[src/rtl/midi_uart_port_message_assembler_macros.svh]
// Assertion helpers used by the top-level RTL module.
`ifndef MIDI_UART_PORT_MESSAGE_ASSEMBLER_MACROS_SVH
`define MIDI_UART_PORT_MESSAGE_ASSEMBLER_MACROS_SVH

// Check that cons holds in the same cycle as ante.
`define MUPA_ASSERT_IMPL(label, ante, cons, msg) \
  label: assert property (@(posedge clk_i) disable iff (!rst_ni) (ante) |-> (cons)) \
    else $error(msg);

// Check that cons holds after ante.
`define MUPA_ASSERT_LAT2(label, ante, cons, msg) \
  label: assert property (@(posedge clk_i) disable iff (!rst_ni) (ante) |-> ##2 (cons)) \
    else $error(msg);

`endif

[src/rtl/mupa_pkg.sv]
`default_nettype none

package mupa_pkg;

  localparam int unsigned QueueDepth = 16;
  localparam int unsigned QCntW      = $clog2(QueueDepth + 1);

  localparam logic [15:0] IoBaseReset = 16'h0330;

  localparam logic [7:0] RealtimeMin = 8'hF8;
  localparam logic [7:0] SysexStart  = 8'hF0;
  localparam logic [7:0] SysexEnd    = 8'hF7;
  localparam logic [7:0] CmdReset    = 8'hFF;
  localparam logic [7:0] CmdUart     = 8'h3F;
  localparam logic [7:0] AckByte     = 8'hFE;
  localparam logic [7:0] EmptyRead   = 8'hFF;
  localparam logic [7:0] StatusEmpty = 8'h80;
  localparam logic [7:0] StatusReady = 8'h00;
  localparam logic [3:0] HiProgram   = 4'hC;
  localparam logic [3:0] HiPressure  = 4'hD;
  localparam logic [3:0] HiNoteOff   = 4'h8;
  localparam logic [3:0] HiPitch     = 4'hE;
  localparam logic [7:0] TimeCode    = 8'hF1;
  localparam logic [7:0] SongSelect  = 8'hF3;
  localparam logic [7:0] SongPos     = 8'hF2;

  localparam logic OpcodeRead = 1'b0;

  typedef enum logic [3:0] {
    OP_RD_DATA,
    OP_RD_STATUS,
    OP_MIDI_RT,
    OP_MIDI_SOX,
    OP_MIDI_EOX,
    OP_MIDI_STATUS,
    OP_MIDI_DATA,
    OP_CMD_RESET,
    OP_CMD_UART,
    OP_CMD_OTHER
  } op_e;

  typedef struct packed {
    op_e        op;
    logic [7:0] data;
    logic [1:0] wanted;
  } fe_entry_t;

  typedef struct packed {
    logic [7:0] read_data;
    logic       msg_valid;
    logic [7:0] msg_status;
    logic [6:0] msg_data_first;
    logic [6:0] msg_data_second;
  } result_t;

  // Number of data bytes that follow a status byte.
  function automatic logic [1:0] wanted_for(input logic [7:0] s);
    logic [1:0] w;
    w = 2'd0;
    if (s[7:4] == HiProgram || s[7:4] == HiPressure) begin
      w = 2'd1;
    end else if (s[7:4] >= HiNoteOff && s[7:4] <= HiPitch) begin
      w = 2'd2;
    end else if (s == TimeCode || s == SongSelect) begin
      w = 2'd1;
    end else if (s == SongPos) begin
      w = 2'd2;
    end
    return w;
  endfunction

endpackage

`default_nettype wire

[src/rtl/mupa_front.sv]
`default_nettype none

module mupa_front import mupa_pkg::*; (
  input  wire logic        clk_i,
  input  wire logic        rst_ni,
  input  wire logic        push_i,
  output logic             full_o,
  input  wire logic        opcode_i,
  input  wire logic [15:0] io_port_i,
  input  wire logic [7:0]  write_data_i,
  input  wire logic [15:0] io_base_i,
  output logic             ent_valid_o,
  output fe_entry_t        ent_o,
  input  wire logic        ent_take_i
);

  fe_entry_t  slot_q [2];
  logic       rd_ptr_q, wr_ptr_q;
  logic [1:0] cnt_q, cnt_d;
  fe_entry_t  cls;
  logic       do_push, do_pop, is_data_port;

  // Classify the access.
  always_comb begin
    is_data_port = (io_port_i == io_base_i);
    cls.data     = write_data_i;
    cls.wanted   = wanted_for(write_data_i);
    if (opcode_i == OpcodeRead) begin
      cls.op = is_data_port ? OP_RD_DATA : OP_RD_STATUS;
    end else if (!is_data_port) begin
      if (write_data_i == CmdReset) begin
        cls.op = OP_CMD_RESET;
      end else if (write_data_i == CmdUart) begin
        cls.op = OP_CMD_UART;
      end else begin
        cls.op = OP_CMD_OTHER;
      end
    end else if (write_data_i >= RealtimeMin) begin
      cls.op = OP_MIDI_RT;
    end else if (write_data_i == SysexStart) begin
      cls.op = OP_MIDI_SOX;
    end else if (write_data_i == SysexEnd) begin
      cls.op = OP_MIDI_EOX;
    end else if (write_data_i[7]) begin
      cls.op = OP_MIDI_STATUS;
    end else begin
      cls.op = OP_MIDI_DATA;
    end
  end

  assign full_o      = (cnt_q == 2'd2);
  assign ent_valid_o = (cnt_q != 2'd0);
  assign ent_o       = slot_q[rd_ptr_q];
  assign do_push     = push_i && !full_o;
  assign do_pop      = ent_take_i && ent_valid_o;

  always_comb begin
    cnt_d = cnt_q;
    if (do_push && !do_pop) begin
      cnt_d = cnt_q + 2'd1;
    end else if (!do_push && do_pop) begin
      cnt_d = cnt_q - 2'd1;
    end
  end

  always_ff @(posedge clk_i or negedge rst_ni) begin
    if (!rst_ni) begin
      rd_ptr_q <= 1'b0;
      wr_ptr_q <= 1'b0;
      cnt_q    <= 2'd0;
    end else begin
      cnt_q <= cnt_d;
      if (do_push) begin
        wr_ptr_q <= !wr_ptr_q;
      end
      if (do_pop) begin
        rd_ptr_q <= !rd_ptr_q;
      end
    end
  end

  always_ff @(posedge clk_i) begin
    if (do_push) begin
      slot_q[wr_ptr_q] <= cls;
    end
  end

endmodule

`default_nettype wire

[src/rtl/mupa_back.sv]
`default_nettype none

module mupa_back import mupa_pkg::*; (
  input  wire logic      clk_i,
  input  wire logic      rst_ni,
  input  wire logic      ent_valid_i,
  input  wire fe_entry_t ent_i,
  output logic           ent_take_o,
  output logic           empty_o,
  input  wire logic      pop_i,
  output result_t        res_o
);

  logic             uart_q, uart_d;
  logic [7:0]       rs_q, rs_d;
  logic [6:0]       db0_q, db0_d, db1_q, db1_d;
  logic [1:0]       dcnt_q, dcnt_d;
  logic [1:0]       dwant_q, dwant_d;
  logic             sysex_q, sysex_d;
  logic [QCntW-1:0] qcnt_q, qcnt_d;
  logic             ack;
  logic [2:0]       dcnt_inc;
  result_t          res;

  result_t          oslot_q [2];
  logic             ord_q, owr_q;
  logic [1:0]       ocnt_q, ocnt_d;
  logic             do_opop;

  assign ent_take_o = ent_valid_i && (ocnt_q != 2'd2);
  assign dcnt_inc   = {1'b0, dcnt_q} + 3'd1;

  always_comb begin
    uart_d  = uart_q;
    rs_d    = rs_q;
    db0_d   = db0_q;
    db1_d   = db1_q;
    dcnt_d  = dcnt_q;
    dwant_d = dwant_q;
    sysex_d = sysex_q;
    qcnt_d  = qcnt_q;
    ack     = 1'b0;
    res     = '0;
    if (ent_take_o) begin
      case (ent_i.op)
        OP_RD_DATA: begin
          if (qcnt_q != '0) begin
            res.read_data = AckByte;
            qcnt_d        = qcnt_q - QCntW'(1);
          end else begin
            res.read_data = EmptyRead;
          end
        end
        OP_RD_STATUS: begin
          res.read_data = (qcnt_q != '0) ? StatusReady : StatusEmpty;
        end
        OP_CMD_RESET: begin
          uart_d  = 1'b0;
          rs_d    = '0;
          dcnt_d  = '0;
          sysex_d = 1'b0;
          ack     = 1'b1;
        end
        OP_CMD_UART: begin
          uart_d = 1'b1;
          ack    = 1'b1;
        end
        OP_CMD_OTHER: begin
          ack = 1'b1;
        end
        OP_MIDI_RT: begin
          if (uart_q) begin
            res.msg_valid  = 1'b1;
            res.msg_status = ent_i.data;
          end
        end
        OP_MIDI_SOX: begin
          if (uart_q) begin
            sysex_d = 1'b1;
          end
        end
        OP_MIDI_EOX: begin
          if (uart_q) begin
            sysex_d = 1'b0;
          end
        end
        OP_MIDI_STATUS: begin
          if (uart_q && !sysex_q) begin
            rs_d    = ent_i.data;
            dcnt_d  = '0;
            dwant_d = ent_i.wanted;
            if (ent_i.wanted == 2'd0) begin
              db0_d          = '0;
              db1_d          = '0;
              res.msg_valid  = 1'b1;
              res.msg_status = ent_i.data;
            end
          end
        end
        OP_MIDI_DATA: begin
          // Collect a data byte under running status; drop it outside UART mode, inside SysEx, or if no status yet.
          if (uart_q && !sysex_q && rs_q != '0) begin
            if (dcnt_q == 2'd0) begin
              db0_d = ent_i.data[6:0];
            end else if (dcnt_q == 2'd1) begin
              db1_d = ent_i.data[6:0];
            end
            dcnt_d = dcnt_inc[1:0];
            if (dcnt_inc >= {1'b0, dwant_q}) begin
              if (dwant_q < 2'd2) begin
                db1_d = '0;
              end
              res.msg_valid       = 1'b1;
              res.msg_status      = rs_q;
              res.msg_data_first  = db0_d;
              res.msg_data_second = db1_d;
              dcnt_d              = '0;
            end
          end
        end
        default: begin
          res = '0;
        end
      endcase
      if (ack && (qcnt_q < QCntW'(QueueDepth))) begin
        qcnt_d = qcnt_q + QCntW'(1);
      end
    end
  end

  always_ff @(posedge clk_i or negedge rst_ni) begin
    if (!rst_ni) begin
      uart_q  <= 1'b0;
      rs_q    <= '0;
      db0_q   <= '0;
      db1_q   <= '0;
      dcnt_q  <= '0;
      dwant_q <= '0;
      sysex_q <= 1'b0;
      qcnt_q  <= '0;
    end else begin
      uart_q  <= uart_d;
      rs_q    <= rs_d;
      db0_q   <= db0_d;
      db1_q   <= db1_d;
      dcnt_q  <= dcnt_d;
      dwant_q <= dwant_d;
      sysex_q <= sysex_d;
      qcnt_q  <= qcnt_d;
    end
  end

  // Result queue.
  assign empty_o = (ocnt_q == 2'd0);
  assign do_opop = pop_i && !empty_o;
  assign res_o   = oslot_q[ord_q];

  always_comb begin
    ocnt_d = ocnt_q;
    if (ent_take_o && !do_opop) begin
      ocnt_d = ocnt_q + 2'd1;
    end else if (!ent_take_o && do_opop) begin
      ocnt_d = ocnt_q - 2'd1;
    end
  end

  always_ff @(posedge clk_i or negedge rst_ni) begin
    if (!rst_ni) begin
      ord_q  <= 1'b0;
      owr_q  <= 1'b0;
      ocnt_q <= 2'd0;
    end else begin
      ocnt_q <= ocnt_d;
      if (ent_take_o) begin
        owr_q <= !owr_q;
      end
      if (do_opop) begin
        ord_q <= !ord_q;
      end
    end
  end

  always_ff @(posedge clk_i) begin
    if (ent_take_o) begin
      oslot_q[owr_q] <= res;
    end
  end

endmodule

`default_nettype wire

[src/rtl/midi_uart_port_message_assembler.sv]
// MIDI interface port in UART mode. Each bus access (read or write, port, byte) pushed
// into the input queue yields exactly one result, popped in order from the result queue.
// Throughput is one access per cycle while neither queue is full. A pushed access passes
// the front (decode of the port against io_base and classification of the byte), then the
// back (MIDI parser and reply-count update), each followed by a two-entry queue so either
// side may stall alone.
// Every byte the reply queue holds is the acknowledge 0xFE, so the back keeps the fill
// count only (QueueDepth entries, overflow dropped); a data-port read gives 0xFE while the
// count is nonzero and 0xFF otherwise. io_base is written through the cfg channel, which
// is always ready; write it only while the block is idle.

`default_nettype none

module midi_uart_port_message_assembler import mupa_pkg::*; (
  input  wire logic        clk_i,
  input  wire logic        rst_ni,
  input  wire logic        push,
  output logic             full,
  input  wire logic        opcode_i,
  input  wire logic [15:0] io_port_i,
  input  wire logic [7:0]  write_data_i,
  output logic             empty,
  input  wire logic        pop,
  output logic [7:0]       read_data_o,
  output logic             msg_valid_o,
  output logic [7:0]       msg_status_o,
  output logic [6:0]       msg_data_first_o,
  output logic [6:0]       msg_data_second_o,
  input  wire logic        cfg_valid_i,
  output logic             cfg_ready_o,
  input  wire logic [15:0] cfg_data_i
);

`include "midi_uart_port_message_assembler_macros.svh"

  logic [15:0] io_base_q;
  logic        ent_valid, ent_take;
  fe_entry_t   ent;
  result_t     res;

  // Configuration: one register, taken on any cycle.
  assign cfg_ready_o = 1'b1;

  always_ff @(posedge clk_i or negedge rst_ni) begin
    if (!rst_ni) begin
      io_base_q <= IoBaseReset;
    end else if (cfg_valid_i && cfg_ready_o) begin
      io_base_q <= cfg_data_i;
    end
  end

  // Front: decode and classify each transaction, hold it in a short queue.
  mupa_front u_front (
    .clk_i        (clk_i),
    .rst_ni       (rst_ni),
    .push_i       (push),
    .full_o       (full),
    .opcode_i     (opcode_i),
    .io_port_i    (io_port_i),
    .write_data_i (write_data_i),
    .io_base_i    (io_base_q),
    .ent_valid_o  (ent_valid),
    .ent_o        (ent),
    .ent_take_i   (ent_take)
  );

  // Back: advance parser and reply count, queue the result.
  mupa_back u_back (
    .clk_i       (clk_i),
    .rst_ni      (rst_ni),
    .ent_valid_i (ent_valid),
    .ent_i       (ent),
    .ent_take_o  (ent_take),
    .empty_o     (empty),
    .pop_i       (pop),
    .res_o       (res)
  );

  assign read_data_o       = res.read_data;
  assign msg_valid_o       = res.msg_valid;
  assign msg_status_o      = res.msg_status;
  assign msg_data_first_o  = res.msg_data_first;
  assign msg_data_second_o = res.msg_data_second;

  // A message result never carries read data, and its status byte has the top bit set.
  `MUPA_ASSERT_IMPL(a_msg_no_read, !empty && msg_valid_o, read_data_o == 8'h00 && msg_status_o[7], "message result with read data or bad status")
  // Without a message, the message fields stay zero.
  `MUPA_ASSERT_IMPL(a_nomsg_zero, !empty && !msg_valid_o, msg_status_o == 8'h00 && msg_data_first_o == 7'h00 && msg_data_second_o == 7'h00, "message fields set without a message")
  // Into an idle block, a transaction shows its result once registered into the front queue and then the result queue.
  `MUPA_ASSERT_LAT2(a_latency, push && !full && !ent_valid && empty, !empty, "result missing two cycles after push into idle block")

endmodule

`default_nettype wire
[config.mk]
export PLATFORM = sky130hd
export DESIGN_NAME = midi_uart_port_message_assembler
export DESIGN_NICKNAME = d
export VERILOG_FILES = /design/src/rtl/mupa_pkg.sv /design/src/rtl/mupa_front.sv /design/src/rtl/mupa_back.sv /design/src/rtl/midi_uart_port_message_assembler.sv
export VERILOG_INCLUDE_DIRS = /design/src /design/src/rtl
export SDC_FILE = /design/constraint.sdc
export NUM_CORES = 1
export LEC_CHECK = 0
export BUFFER_PORTS_ARGS = -buffer_cell sky130_fd_sc_hd__clkbuf_2
export CAP_MARGIN = 20
export CORE_MARGIN = 8
export CORE_UTILIZATION = 45
export CTS_CLUSTER_DIAMETER = 150
export DETAILED_ROUTE_END_ITERATION = 6
export SLEW_MARGIN = 20
export SYNTH_ARGS = -nofsm -noshare
export SYNTH_HDL_FRONTEND = slang
export SYNTH_SLANG_ARGS = --single-unit
export TNS_END_PERCENT = 10
[constraint.sdc]
create_clock -name clk_i -period 3.61 [get_ports clk_i]
set_clock_uncertainty 0.15 [all_clocks]
set_input_delay 1.083 -clock clk_i [delete_from_list [all_inputs] [get_ports clk_i]]
set_output_delay 1.083 -clock clk_i [all_outputs]
set_load 0.02 [all_outputs]
# ---- Yosys cells after proc, flatten, opt, wreduce, memory -nomap -nowiden
# Memory sizes are Yosys's and may differ from the RTL's.
# Cells that the tools add are included.
# W data, S select, Z words.
dict set report op_classes {
  reduce_logical 49
  order_cmp 6
  add_sub_neg 7
  mux 58
  eq_ne 27
}
# cell n
set ops {}
lappend ops {{$mux W7} 9}
lappend ops {{$eq A8 B8 Y1 const B} 6}
lappend ops {{$mux W23} 2}
lappend ops {{$pmux W8 S2} 2}
lappend ops {{$mux W31} 1}
lappend ops {{$pmux W7 S2} 2}
lappend ops {{$mux W9} 3}
lappend ops {{$pmux W9 S3} 1}
lappend ops {{$mux W2} 12}
lappend ops {{$mux W4} 6}
lappend ops {{$eq A16 B16 Y1} 1}
lappend ops {{$eq A4 B3 Y1 const B} 4}
lappend ops {{$eq A4 B4 Y1 const B} 4}
lappend ops {{$mux W8} 2}
lappend ops {{$reduce_bool A2 Y1} 8}
lappend ops {{$mux W5} 3}
lappend ops {{$mux W14} 1}
lappend ops {{$logic_and A1 B1 Y1} 12}
lappend ops {{$logic_not A1 Y1} 11}
lappend ops {{$mux W1} 11}
lappend ops {{$ne A2 B1 Y1 const B} 5}
lappend ops {{$reduce_and A3 Y1} 3}
lappend ops {{$eq A4 B2 Y1 const B} 2}
lappend ops {{$eq A8 B6 Y1 const B} 1}
lappend ops {{other kinds (28)} 35}
dict set report totals {
  wordCells 164
  out_inout_bits 34
  ramBits 90
  mem_count 2
  in_bits 46
  ff_bits 57
}
# name words width read_ports rd_clocked_by_memory_dff write_ports line
set memory_table {}
lappend memory_table {u_back.oslot_q 2 31 1 0 1 mupa_back.sv:25} ;# result_t oslot_q [2];
lappend memory_table {u_front.slot_q 2 14 1 0 1 mupa_front.sv:17} ;# fe_entry_t slot_q [2];

# ---- Depth between registers and ports, before layout
# Gate-level depths: netlist of the first run.
dict set report depth {
  word_depth 8
  depth_mapped 10
  ltp_nobuf 9
}

# ---- By module
# From an unflattened synthesis of the first run, not the netlist that was laid out.
dict set report hier_totals {
  hier_cells 477
  area_unflattened_um2 6424.9
}
# mod cells_per_inst area_per_inst_um2 seq_area_each_um2 n_inst
set by_module_without_submodules {}
lappend by_module_without_submodules {mupa_back 328 4207.8 2487.4 1}
lappend by_module_without_submodules {mupa_front 113 1551.5 940.9 1}
lappend by_module_without_submodules {midi_uart_port_message_assembler 36 665.6 405.4 1}

# ---- Least setup slack after synthesis of the first run
# Ideal clock, no wire load.
dict set report synth_timing {
  path_type {flip-flop to output port}
  from {register u_back.ord_q}
  to {output read_data_o[2]}
  stages_incl_launch_ff 5
  path_slack_ns 0.764
  required_time_ns 2.377
  path_buffers 3
  t_arrival_ns 1.613
  path_cell_list {dfrtp_1 > clkbuf_1 > clkbuf_1 > mux2_2 > buf_4}
}
dict set report synth_between {
  elab_chain_len 1
}
# element line
set synth_rtl {}
lappend synth_rtl {{start: declaration} mupa_back.sv:26} ;# logic ord_q, owr_q;
lappend synth_rtl {{start signal: assignment} mupa_back.sv:178} ;# ord_q <= !ord_q;
lappend synth_rtl {{$mem_v2 Z2 W31} --}
lappend synth_rtl {{end: declaration} midi_uart_port_message_assembler.sv:24} ;# output logic [7:0] read_data_o,
# No other way between the ends.

# ---- Final worst setup path of the first run
dict set report layout_timing {
  from {register u_front.rd_ptr_q}
  to {register u_back.qcnt_q[4]}
}
dict set report layout_between {
  elab_chain_len 8
  elab_cells_between_ends 13
  cone_classes {eq/ne (3); mux (3); reduce/logical (6); memory (1)}
}
# element line
set layout_rtl {}
lappend layout_rtl {{start: declaration} mupa_front.sv:18} ;# logic rd_ptr_q, wr_ptr_q;
lappend layout_rtl {{start signal: assignment} mupa_front.sv:77} ;# rd_ptr_q <= !rd_ptr_q;
lappend layout_rtl {{$mem_v2 Z2 W14 *} --}
lappend layout_rtl {{$eq A4 B3 Y1 or $eq A4 B4 Y1 (tied branches)} mupa_back.sv:45} ;# case (ent_i.op)
lappend layout_rtl {{$reduce_or A3 Y1 (no line)} --}
lappend layout_rtl {{$mux W1} mupa_back.sv:45}
lappend layout_rtl {{$mux W1} mupa_back.sv:44} ;# if (ent_take_o) begin
lappend layout_rtl {{$logic_and A1 B1 Y1} mupa_back.sv:125} ;# if (ack && (qcnt_q < QCntW'(QueueDepth))) begin
lappend layout_rtl {{$reduce_bool A2 Y1 (no line)} --}
lappend layout_rtl {{$reduce_and A3 Y1 (no line)} --}
lappend layout_rtl {{end signal: assignment} mupa_back.sv:149} ;# qcnt_q <= qcnt_d;
lappend layout_rtl {{end: declaration} mupa_back.sv:20} ;# logic [QCntW-1:0] qcnt_q, qcnt_d;
# Every way passes the cells marked *; elsewhere a longest branch is shown, timed or not. The select of a mux whose other input is x is not followed.
# A chain may end at the register's enable or synchronous reset.

==> results of run 1 <==
==> metal layers <==
| metal | vias to the layer above | part of all wire |
|---|---|---|
| li1 | 1995 | - |
| met1 | 1991 | 0.47 |
| met2 | 101 | 0.45 |
| met3 | 15 | 0.058 |
| met4 | 0 | 0.015 |
| met5 | - | 0 |
==> cells in the mapped netlist, types with 4 or more instances <==
cell type | instances | area share
o21ai_0 | 8 | 0.0062
inv_1 | 9 | 0.0052
nand2_1 | 21 | 0.012
xnor2_1 | 24 | 0.032
ha_1 | 9 | 0.017
o2bb2ai_1 | 7 | 0.0094
clkbuf_1 | 10 | 0.0058
xor2_1 | 5 | 0.0067
nor3_1 | 7 | 0.0054
nand4_1 | 4 | 0.0038
nor4_1 | 5 | 0.0048
dfstp_2 | 4 | 0.016
a211oi_1 | 14 | 0.016
nor2_1 | 38 | 0.022
nand3b_1 | 5 | 0.0058
dfrtp_1 | 53 | 0.20
a22oi_1 | 8 | 0.0092
mux2_2 | 55 | 0.095
o31ai_1 | 8 | 0.0092
a21o_1 | 5 | 0.0058
a22o_2 | 6 | 0.0092
nand3_1 | 9 | 0.0069
edfxtp_1 | 80 | 0.37
a21oi_1 | 6 | 0.0046
mux2i_1 | 16 | 0.025
buf_4 | 8 | 0.0092
==> worst max-delay path, stage by stage, from the launching register on <==
cell	delay [ns]
dfrtp_1	0.53
nor2b_1	0.22
a32o_1	0.29
a31oi_1	0.19
or2_2	0.36
fa_1	0.42
a21o_1	0.20
a21oi_1	0.22
a21boi_0	0.13
a311o_1	0.32
==> report_power, final <==
part	leakage (nW)	switching, mW	internal [mW]
logic	1.25	1.39	0.915
registers	1.48	0.262	2.26
clock network	0.294	0.633	1.12
==> worst max-delay path by stage <==
stage / startpoint / to / slack (ns)
3_5_place_dp: u_front.rd_ptr_q$_DFFE_PN0P_ / u_back.qcnt_q[4]$_DFFE_PN0P_ / 0.52
3_3_place_gp: u_front.rd_ptr_q$_DFFE_PN0P_ / u_back.qcnt_q[4]$_DFFE_PN0P_ / 0.63
5_1_grt: u_front.rd_ptr_q$_DFFE_PN0P_ / u_back.qcnt_q[4]$_DFFE_PN0P_ / 0.27
6_report: u_front.rd_ptr_q$_DFFE_PN0P_ / u_back.qcnt_q[4]$_DFFE_PN0P_ / 0.47
2_1_floorplan: u_back.ord_q$_DFFE_PN0P_ / read_data_o[2] / 0.76
4_1_cts: u_front.rd_ptr_q$_DFFE_PN0P_ / u_back.qcnt_q[4]$_DFFE_PN0P_ / 0.51
==> layout make-up <==
cell class              instances  area (sq um)
inverters                      10          37.5
clock buffers                  23           500
multi-input cells             313          2490
repair buffers                 88           465
well taps                     184           230
clock inverters                 9           111
fillers                      1230          6640
flip-flops and latches        137          3830
==> kinds of logic (layout without fill, tap and decap cells) <==
kind of cell	count (synthesis)	count (layout)	synth area share
other	1	1	0.000577
adders and majority gates	11	11	0.0235
xor gates and xnor gates	29	29	0.0391
buffers and inverters	34	130	0.0271
DFF	137	137	0.590
and+or+nand+nor	111	111	0.0866
AOI/OAI and AO/OA	90	90	0.114
muxes	71	71	0.120
==> flip-flops by register name (all words and copies together), names as in the netlist <==
| signal | cells |
|---|---|
| u_back.oslot_q | 52 |
| u_front.slot_q | 28 |
| io_base_q | 16 |
| u_back.rs_q | 8 |
| u_back.db0_q | 7 |
| u_back.db1_q | 7 |
| u_back.qcnt_q | 5 |
| u_back.dcnt_q | 2 |
| u_back.dwant_q | 2 |
| u_back.ocnt_q | 2 |
| u_front.cnt_q | 2 |
| u_back.ord_q | 1 |
| u_back.owr_q | 1 |
| u_back.sysex_q | 1 |
| u_back.uart_q | 1 |
| u_front.rd_ptr_q | 1 |
| u_front.wr_ptr_q | 1 |
==> metrics by stage <==
step | util | hold WS, ns | power, mW
2_1_floorplan | - | 0.306 | 4.26
3_3_place_gp | 0.493 | 0.326 | 4.83
3_5_place_dp | 0.493 | 0.327 | 4.89
4_1_cts | 0.536 | 0.341 | 6.66
5_1_grt | 0.536 | 0.358 | 6.96
6_report | 0.536 | 0.346 | 6.57
==> flow_summary.yaml, run 1 <==
setup_path:
  worst_ep_required_time_ns: 3.76
  cp-start-kind: "flip-flop"
  worst-path-max-fanout: 11
  crit_type: "reg -> reg"
  worstRegToRegCells: 9
  reg2reg_to: "u_back.qcnt_q[4]$_DFFE_PN0P_"
  crit_path_end_kind: "flip-flop"
  cp.arrival_ns: 3.30
  r2r-start: "u_front.rd_ptr_q$_DFFE_PN0P_"
  r2r_slack_ns: 0.47
layout:
  drive_above_1_share: 0.340
  nets: 624
  stdcell_area_sq_mm: 0.00767
  fin_cells: 764
  mostFrequentLayoutCell: "edfxtp_1"
  final_cell_mix: "edfxtp_1 (80), clkbuf_2 (78), mux2_2 (55)"
  area_growth_pct: 18.0
  diodes: 0
timing:
  worst_slack_ns: 0.466
  fmax_ghz: 0.318
  final_hold_viol_count: 0
  fin_crit_ns: 3.14
  setup_viol: 0
  max_slew_margin: 0.554
  drv_slew: 0
  worst_slew_pin_slew_ns: 0.670
  min_period_over_period: 0.871
  fin_setup_tns_ns: 0
  rsz0062_at_grt: "no"
global_routing:
  grt_max_degree: 31
  gr-usage-met1: 0.197
  grt.overflow.total: 0
  grtUsageMet2: 0.224
  grt_use_met3: 0.0458
  grt_first_pass_wirelength_um: 21600
  antenna_found_initial: 0
  grt_busiest_layer: "met2"
  grt_pass1_vias: 4185
  grtUsageTotal: 0.149
place:
  dpl.cell_count: 732
  io_buffers: 78
  dpl_cell_area_sq_mm: 0.00706
  place_congestion: 0.843
  dp_worst_setup_slack_ns: 0.519
  place_hpwl_um: 9570
clocking:
  htreeDepth: 4
  cts_hold_buf: 0
  clk-insertion-delay-late_ns: 0.42
  clkTransAtPathRegs_ns: 0.06
  clockBufferDepth: 2
  cts_resized: 0
  cts_setup_buffers: 0
  numCtsBuffers: 17
  cts_tree: "built"
  root_buffer: "clkbuf_16"
  cts_sinks: 137
logic_synthesis:
  syn_area_sq_mm: 0.00650
  avgSynthCellArea_sq_um: 13.4
  synth.distinct_cells: 67
  async_reset_ff_frac: 0.416
  synth_enable_flop_cells: 80
  syn-num-nets: 541
  synth-seq-cells: 137
  yosysWarnings: 0
  synth_seq_area_share: 0.590
  synthFlopType: "edfxtp_1"
  syn_inst: 484
pwr:
  power_density_mw_per_mm2: 856
  ir_drop_mv: 0.374
  p_leak_nw: 3.02
route:
  drc: 0
  antenna_left: 0
  wl_um: 13000
  initialDrtViolationCount: 215
  first_pass_iters: 5
  viasPerCell: 5.37
  wl_per_cell_um: 17.0
  vias: 4102
die:
  rows: 44
  die_h_um: 136
  fp.dieW_um: 136
  core-area_sq_mm: 0.0143
  ios: 80
  start_util: 0.454
  dieArea_sq_mm: 0.0186
status:
  status: "complete, no violations"
worst_hold_path:
  min_to: "u_front.wr_ptr_q$_DFFE_PN0P_"
  hold_path_class: "reg -> reg"
  worstHoldStart: "u_front.wr_ptr_q$_DFFE_PN0P_"
  holdPathStages: 1
job:
  cap_viol_max_count: 0
(Power assumes the default switching activity.)
==> run 2, diff against run 1 <==
--- a/config.mk
+++ b/config.mk
@@ -10,7 +10,7 @@
 export CAP_MARGIN = 20
 export CORE_MARGIN = 8
 export CORE_UTILIZATION = 45
-export CTS_CLUSTER_DIAMETER = 150
+export CTS_CLUSTER_DIAMETER = 40
 export DETAILED_ROUTE_END_ITERATION = 6
 export SLEW_MARGIN = 20
 export SYNTH_ARGS = -nofsm -noshare
==> constraint.sdc (replaced) <==
create_clock -name clk_i -period 3.5 [get_ports clk_i]
set_clock_uncertainty 0.15 [all_clocks]
set_input_delay 1.05 -clock clk_i [delete_from_list [all_inputs] [get_ports clk_i]]
set_output_delay 1.05 -clock clk_i [all_outputs]
set_load 0.02 [all_outputs]
==> flow_summary.yaml, run 2 (synthesis results as in run 1) <==
route:
  vias: 4202
  initialDrtViolationCount: 214
  wl_per_cell_um: 17.3
  first_pass_iters: 5
  antenna_left: 0
  drc: 0
  wl_um: 13200
  viasPerCell: 5.50
clocking:
  clk-insertion-delay-late_ns: 0.41
  cts_tree: "built"
  cts_resized: 0
  htreeDepth: 4
  numCtsBuffers: 17
  cts_hold_buf: 0
  cts_sinks: 137
  cts_setup_buffers: 0
  clkTransAtPathRegs_ns: 0.06
  root_buffer: "clkbuf_16"
  clockBufferDepth: 2
global_routing:
  grt_first_pass_wirelength_um: 21600
  antenna_found_initial: 0
  gr-usage-met1: 0.195
  grt.overflow.total: 0
  grt_pass1_vias: 4266
  grt_max_degree: 58
  grtUsageTotal: 0.150
  grt_use_met3: 0.0388
  grtUsageMet2: 0.233
  grt_busiest_layer: "met2"
pwr:
  p_leak_nw: 2.99
  power_mw: 6.66
  power_density_mw_per_mm2: 874
  ir_drop_mv: 0.327
timing:
  fmax_ghz: 0.321
  final_hold_viol_count: 0
  rsz0062_at_grt: "no"
  setup_viol: 0
  fin_crit_ns: 3.11
  hold_slack_ns: 0.342
  worst_slew_pin_slew_ns: 0.774
  drv_slew: 0
  max_slew_margin: 0.484
  fin_setup_tns_ns: 0
  min_period_over_period: 0.890
layout:
  top_register: "u_back.oslot_q"
  diodes: 0
  nets: 624
  final_cell_mix: "edfxtp_1 (80), clkbuf_2 (78), mux2_2 (55)"
  area_growth_pct: 17.2
  mostFrequentLayoutCell: "edfxtp_1"
  drive_above_1_share: 0.343
  fin_util: 0.532
  largest_reg_flops: 52
  layout_top_registers: "u_back.oslot_q (52), u_front.slot_q (28), io_base_q (16)"
  n_fill_cell: 1259
  stdcell_area_sq_mm: 0.00762
setup_path:
  worst_ep_required_time_ns: 3.64
  cp-start-kind: "flip-flop"
  crit_type: "reg -> reg"
  cp.arrival_ns: 3.26
  worst-path-max-fanout: 13
  crit_path_end_kind: "flip-flop"
die:
  start_util: 0.454
  dieArea_sq_mm: 0.0186
  fp.dieW_um: 136
  core-area_sq_mm: 0.0143
  ios: 80
  rows: 44
  die_h_um: 136
place:
  place_congestion: 0.823
  io_buffers: 78
  place_hpwl_um: 9640
  dpl_cell_area_sq_mm: 0.00706
job:
  cap_viol_max_count: 0
status:
  status: "complete, no violations"
worst_hold_path:
  hold_path_class: "reg -> reg"
==> run 2: changes by cell type in the layout (fill, tap and decap cells not counted), sizes merged <==
cell,delta
clkinv,+1
clkbuf,-5
bufinv,-1
clkinvlp,+4
inv,+1
==> run 2: metal layers <==
metal,wire length (um),up-vias
met5,0,-
met4,167,0
met3,890,14
met2,6080,143
met1,6100,2053
li1,-,1992
==> run 2: cell type report <==
class	count	area, sq um	share of cell area
clock inverter	14	128	0.0168
timing repair buffer	88	465	0.0611
multi-input combinational	313	2490	0.327
sequential	137	3830	0.503
inverter	10	37.5	0.00493
tap	184	230	0.0302
clock buffer	18	429	0.0563
==> run 2: stage by stage <==
| stage | cells | worst slack, ns |
|---|---|---|
| after floorplan | 484 | 0.675 |
| after global placement | 732 | 0.580 |
| after detailed placement | 732 | 0.437 |
| after CTS | 764 | 0.423 |
| after global routing | 764 | 0.162 |
| final | 764 | 0.386 |
==> run 2: critical path: stages (launching register included) <==
cell and delay [ns]:
dfrtp_1 0.63, mux2i_1 0.32, and3_1 0.19, a31oi_1 0.06, or2_2 0.35, fa_1 0.41
a21o_1 0.19, a21oi_1 0.23, a21boi_0 0.13, a311o_1 0.33
==> run 2: worst paths after layout <==
kind,from,end,slack [ns],cells past startpoint
max in group asynchronous,rst_ni,io_base_q[14]$_DFFE_PN0P_,2.04,2
setup reg to reg,u_front.rd_ptr_q$_DFFE_PN0P_,u_back.qcnt_q[4]$_DFFE_PN0P_,0.39,9
hold reg to reg,u_back.db1_q[0]$_DFFE_PN0P_,u_back.db1_q[0]$_DFFE_PN0P_,0.34,1
hold / removal,u_back.db1_q[0]$_DFFE_PN0P_,u_back.db1_q[0]$_DFFE_PN0P_,0.34,1
setup / recovery,u_front.rd_ptr_q$_DFFE_PN0P_,u_back.qcnt_q[4]$_DFFE_PN0P_,0.39,9
min in group asynchronous,rst_ni,u_back.ord_q$_DFFE_PN0P_,0.62,2
==> run 2: power by group <==
group | internal (mW) | switching (mW) | total (mW)
registers | 2.33 | 0.281 | 2.61
logic | 0.950 | 1.45 | 2.40
clock network | 0.977 | 0.673 | 1.65
==> run 3, diff against run 2 <==
--- a/config.mk
+++ b/config.mk
@@ -6,6 +6,7 @@
 export SDC_FILE = /design/constraint.sdc
 export NUM_CORES = 1
 export LEC_CHECK = 0
+export ABC_AREA = 1
 export BUFFER_PORTS_ARGS = -buffer_cell sky130_fd_sc_hd__clkbuf_2
 export CAP_MARGIN = 20
 export CORE_MARGIN = 8
==> flow_summary.yaml, run 3 <==
status:
  status: "complete, no violations"
layout:
  final-seq-area_sq_mm: 0.00383
  top_register: "u_back.oslot_q"
  mostFrequentLayoutCell: "nand2_1"
  n_fill_cell: 1400
  drive_above_1_share: 0.196
  area_growth_pct: 16.0
  layout_top_registers: "u_back.oslot_q (52), u_front.slot_q (28), io_base_q (16)"
  nets: 941
  largest_reg_flops: 52
  final_cell_mix: "nand2_1 (280), edfxtp_1 (80), clkbuf_2 (78)"
  multiInputGateArea_sq_mm: 0.00273
  diodes: 0
setup_path:
  reg2reg_to: "u_back.qcnt_q[4]$_DFFE_PN0P_"
  crit_type: "reg -> out"
  crit_path_end_kind: "output port"
  r2r_slack_ns: 0.67
  cp.arrival_ns: 1.63
  worst_ep_required_time_ns: 2.30
  cp-start-kind: "flip-flop"
  worstRegToRegCells: 17
  r2r-start: "u_front.rd_ptr_q$_DFFE_PN0P_"
  worst-path-max-fanout: 23
route:
  antenna_left: 0
  wl_per_cell_um: 14.2
  first_pass_iters: 5
  initialDrtViolationCount: 400
  viasPerCell: 5.05
  vias: 5469
  wl_um: 15400
  drc: 0
timing:
  hold_slack_ns: 0.320
  fin_crit_ns: 2.83
  drv_slew: 0
  fin_setup_tns_ns: 0
  setup_viol: 0
  max_slew_margin: 0.477
  fmax_ghz: 0.353
  final_hold_viol_count: 0
  min_period_over_period: 0.809
  worst_slew_pin_slew_ns: 0.783
  rsz0062_at_grt: "no"
global_routing:
  antenna_found_initial: 0
  grt_first_pass_wirelength_um: 25500
  grt.overflow.total: 0
  gr-usage-met1: 0.201
  grt_busiest_layer: "met2"
  grtUsageMet2: 0.260
  grtUsageTotal: 0.160
  grt_pass1_vias: 5313
  grt_use_met3: 0.0409
  grt_max_degree: 58
logic_synthesis:
  synthTopCellsByArea: "edfxtp_1 (34%), dfrtp_1 (19%), nand2_1 (15%)"
  yosysWarnings: 0
  syn_inst: 807
  synth-seq-cells: 137
  synth_seq_area_share: 0.546
  yosysMostFrequentCell: "nand2_1"
  synthFlopType: "edfxtp_1"
  synth.distinct_cells: 39
  async_reset_ff_frac: 0.416
  netlist.area_leader.share: 0.342
  syn_area_sq_mm: 0.00702
  yosys.area.top_type: "edfxtp_1"
  avgSynthCellArea_sq_um: 8.69
  syn-num-nets: 864
  synth_enable_flop_cells: 80
  synth_commonest_cells: "nand2_1 (280), edfxtp_1 (80), nor2_1 (72), inv_1 (70), nand3_1 (58)"
worst_hold_path:
  worstHoldStart: "u_back.db0_q[6]$_DFFE_PN0P_"
  hold_path_class: "reg -> reg"
  holdPathStages: 2
  min_to: "u_back.db0_q[6]$_DFFE_PN0P_"
die:
  die_h_um: 141
  fp.dieW_um: 141
  ios: 80
  start_util: 0.462
  core-area_sq_mm: 0.0152
  dieArea_sq_mm: 0.0198
  rows: 45
place:
  place_hpwl_um: 11200
  io_buffers: 78
  place_congestion: 0.842
pwr:
  p_leak_nw: 3.88
  power_density_mw_per_mm2: 886
  power_mw: 7.21
  ir_drop_mv: 0.369
clocking:
  numCtsBuffers: 17
  clk-insertion-delay-late_ns: 0.42
  htreeDepth: 4
  cts_setup_buffers: 0
  cts_sinks: 137
  clkTransAtPathRegs_ns: 0.05
  cts_hold_buf: 0
  cts_tree: "built"
  clockBufferDepth: 2
  cts_resized: 0
  root_buffer: "clkbuf_16"
job:
  cap_viol_max_count: 0
## run 3: worst max path at each step
stage | slack [ns] | depth (start not counted) | endpoint | startpoint
final | 0.67 | 5 | read_data_o[2] | u_back.ord_q$_DFFE_PN0P_
after global routing | 0.40 | 16 | u_back.qcnt_q[4]$_DFFE_PN0P_ | u_front.rd_ptr_q$_DFFE_PN0P_
after CTS | 0.61 | 5 | read_data_o[3] | u_back.ord_q$_DFFE_PN0P_
after detailed placement | 0.72 | 17 | u_back.qcnt_q[4]$_DFFE_PN0P_ | u_front.rd_ptr_q$_DFFE_PN0P_
after global placement | 0.87 | 17 | u_back.qcnt_q[4]$_DFFE_PN0P_ | u_front.rd_ptr_q$_DFFE_PN0P_
after floorplan | 0.79 | 6 | read_data_o[2] | u_back.ord_q$_DFFE_PN0P_
## run 3: cell families after synthesis
kind of cell / synth area share
AOI/OAI and AO/OA: 0.0531
adders and majority gates: 0.0218
and+or+nand+nor: 0.286
other: 0.000534
muxes: 0.00963
xor gates and xnor gates: 0.0175
buffers and inverters: 0.0651
DFF: 0.546
## run 3: power by group
part           switching (mW)  internal [mW]  total [mW]
combinational            2.06          0.832        2.89
clock                   0.664           1.11        1.77
sequential              0.222           2.32        2.54
total                    2.95           4.26        7.21
## run 3: stage by stage
stage / utilization / setup WS, ns / cells / cell area, sq um
2_1_floorplan: - / 0.792 / 807 / 7020
3_3_place_gp: 0.497 / 0.871 / 1053 / 7550
3_5_place_dp: 0.497 / 0.717 / 1053 / 7550
4_1_cts: 0.535 / 0.606 / 1084 / 8140
5_1_grt: 0.535 / 0.396 / 1084 / 8140
6_report: 0.535 / 0.668 / 1084 / 8140
## run 3: worst max-delay path: stages, from the launching register on
cell,delay (ns)
dfrtp_1,0.38
clkinv_1,0.11
buf_4,0.28
nand2_1,0.09
nand2_1,0.15
clkbuf_2,0.21
## run 3: layer usage
| layer | vias to the layer above | part of all wire |
|---|---|---|
| met5 | - | 0 |
| li1 | 2759 | - |
| met2 | 146 | 0.47 |
| met3 | 21 | 0.058 |
| met4 | 0 | 0.016 |
| met1 | 2543 | 0.45 |
## run 3: cell type report
cell class	instances	area share
Clock buffer	19	0.0532
Clock inverter	12	0.0188
Inverter	76	0.0354
Multi-Input combinational cell	564	0.336
Sequential cell	137	0.471
Tap cell	188	0.0289
Timing Repair Buffer	88	0.0572
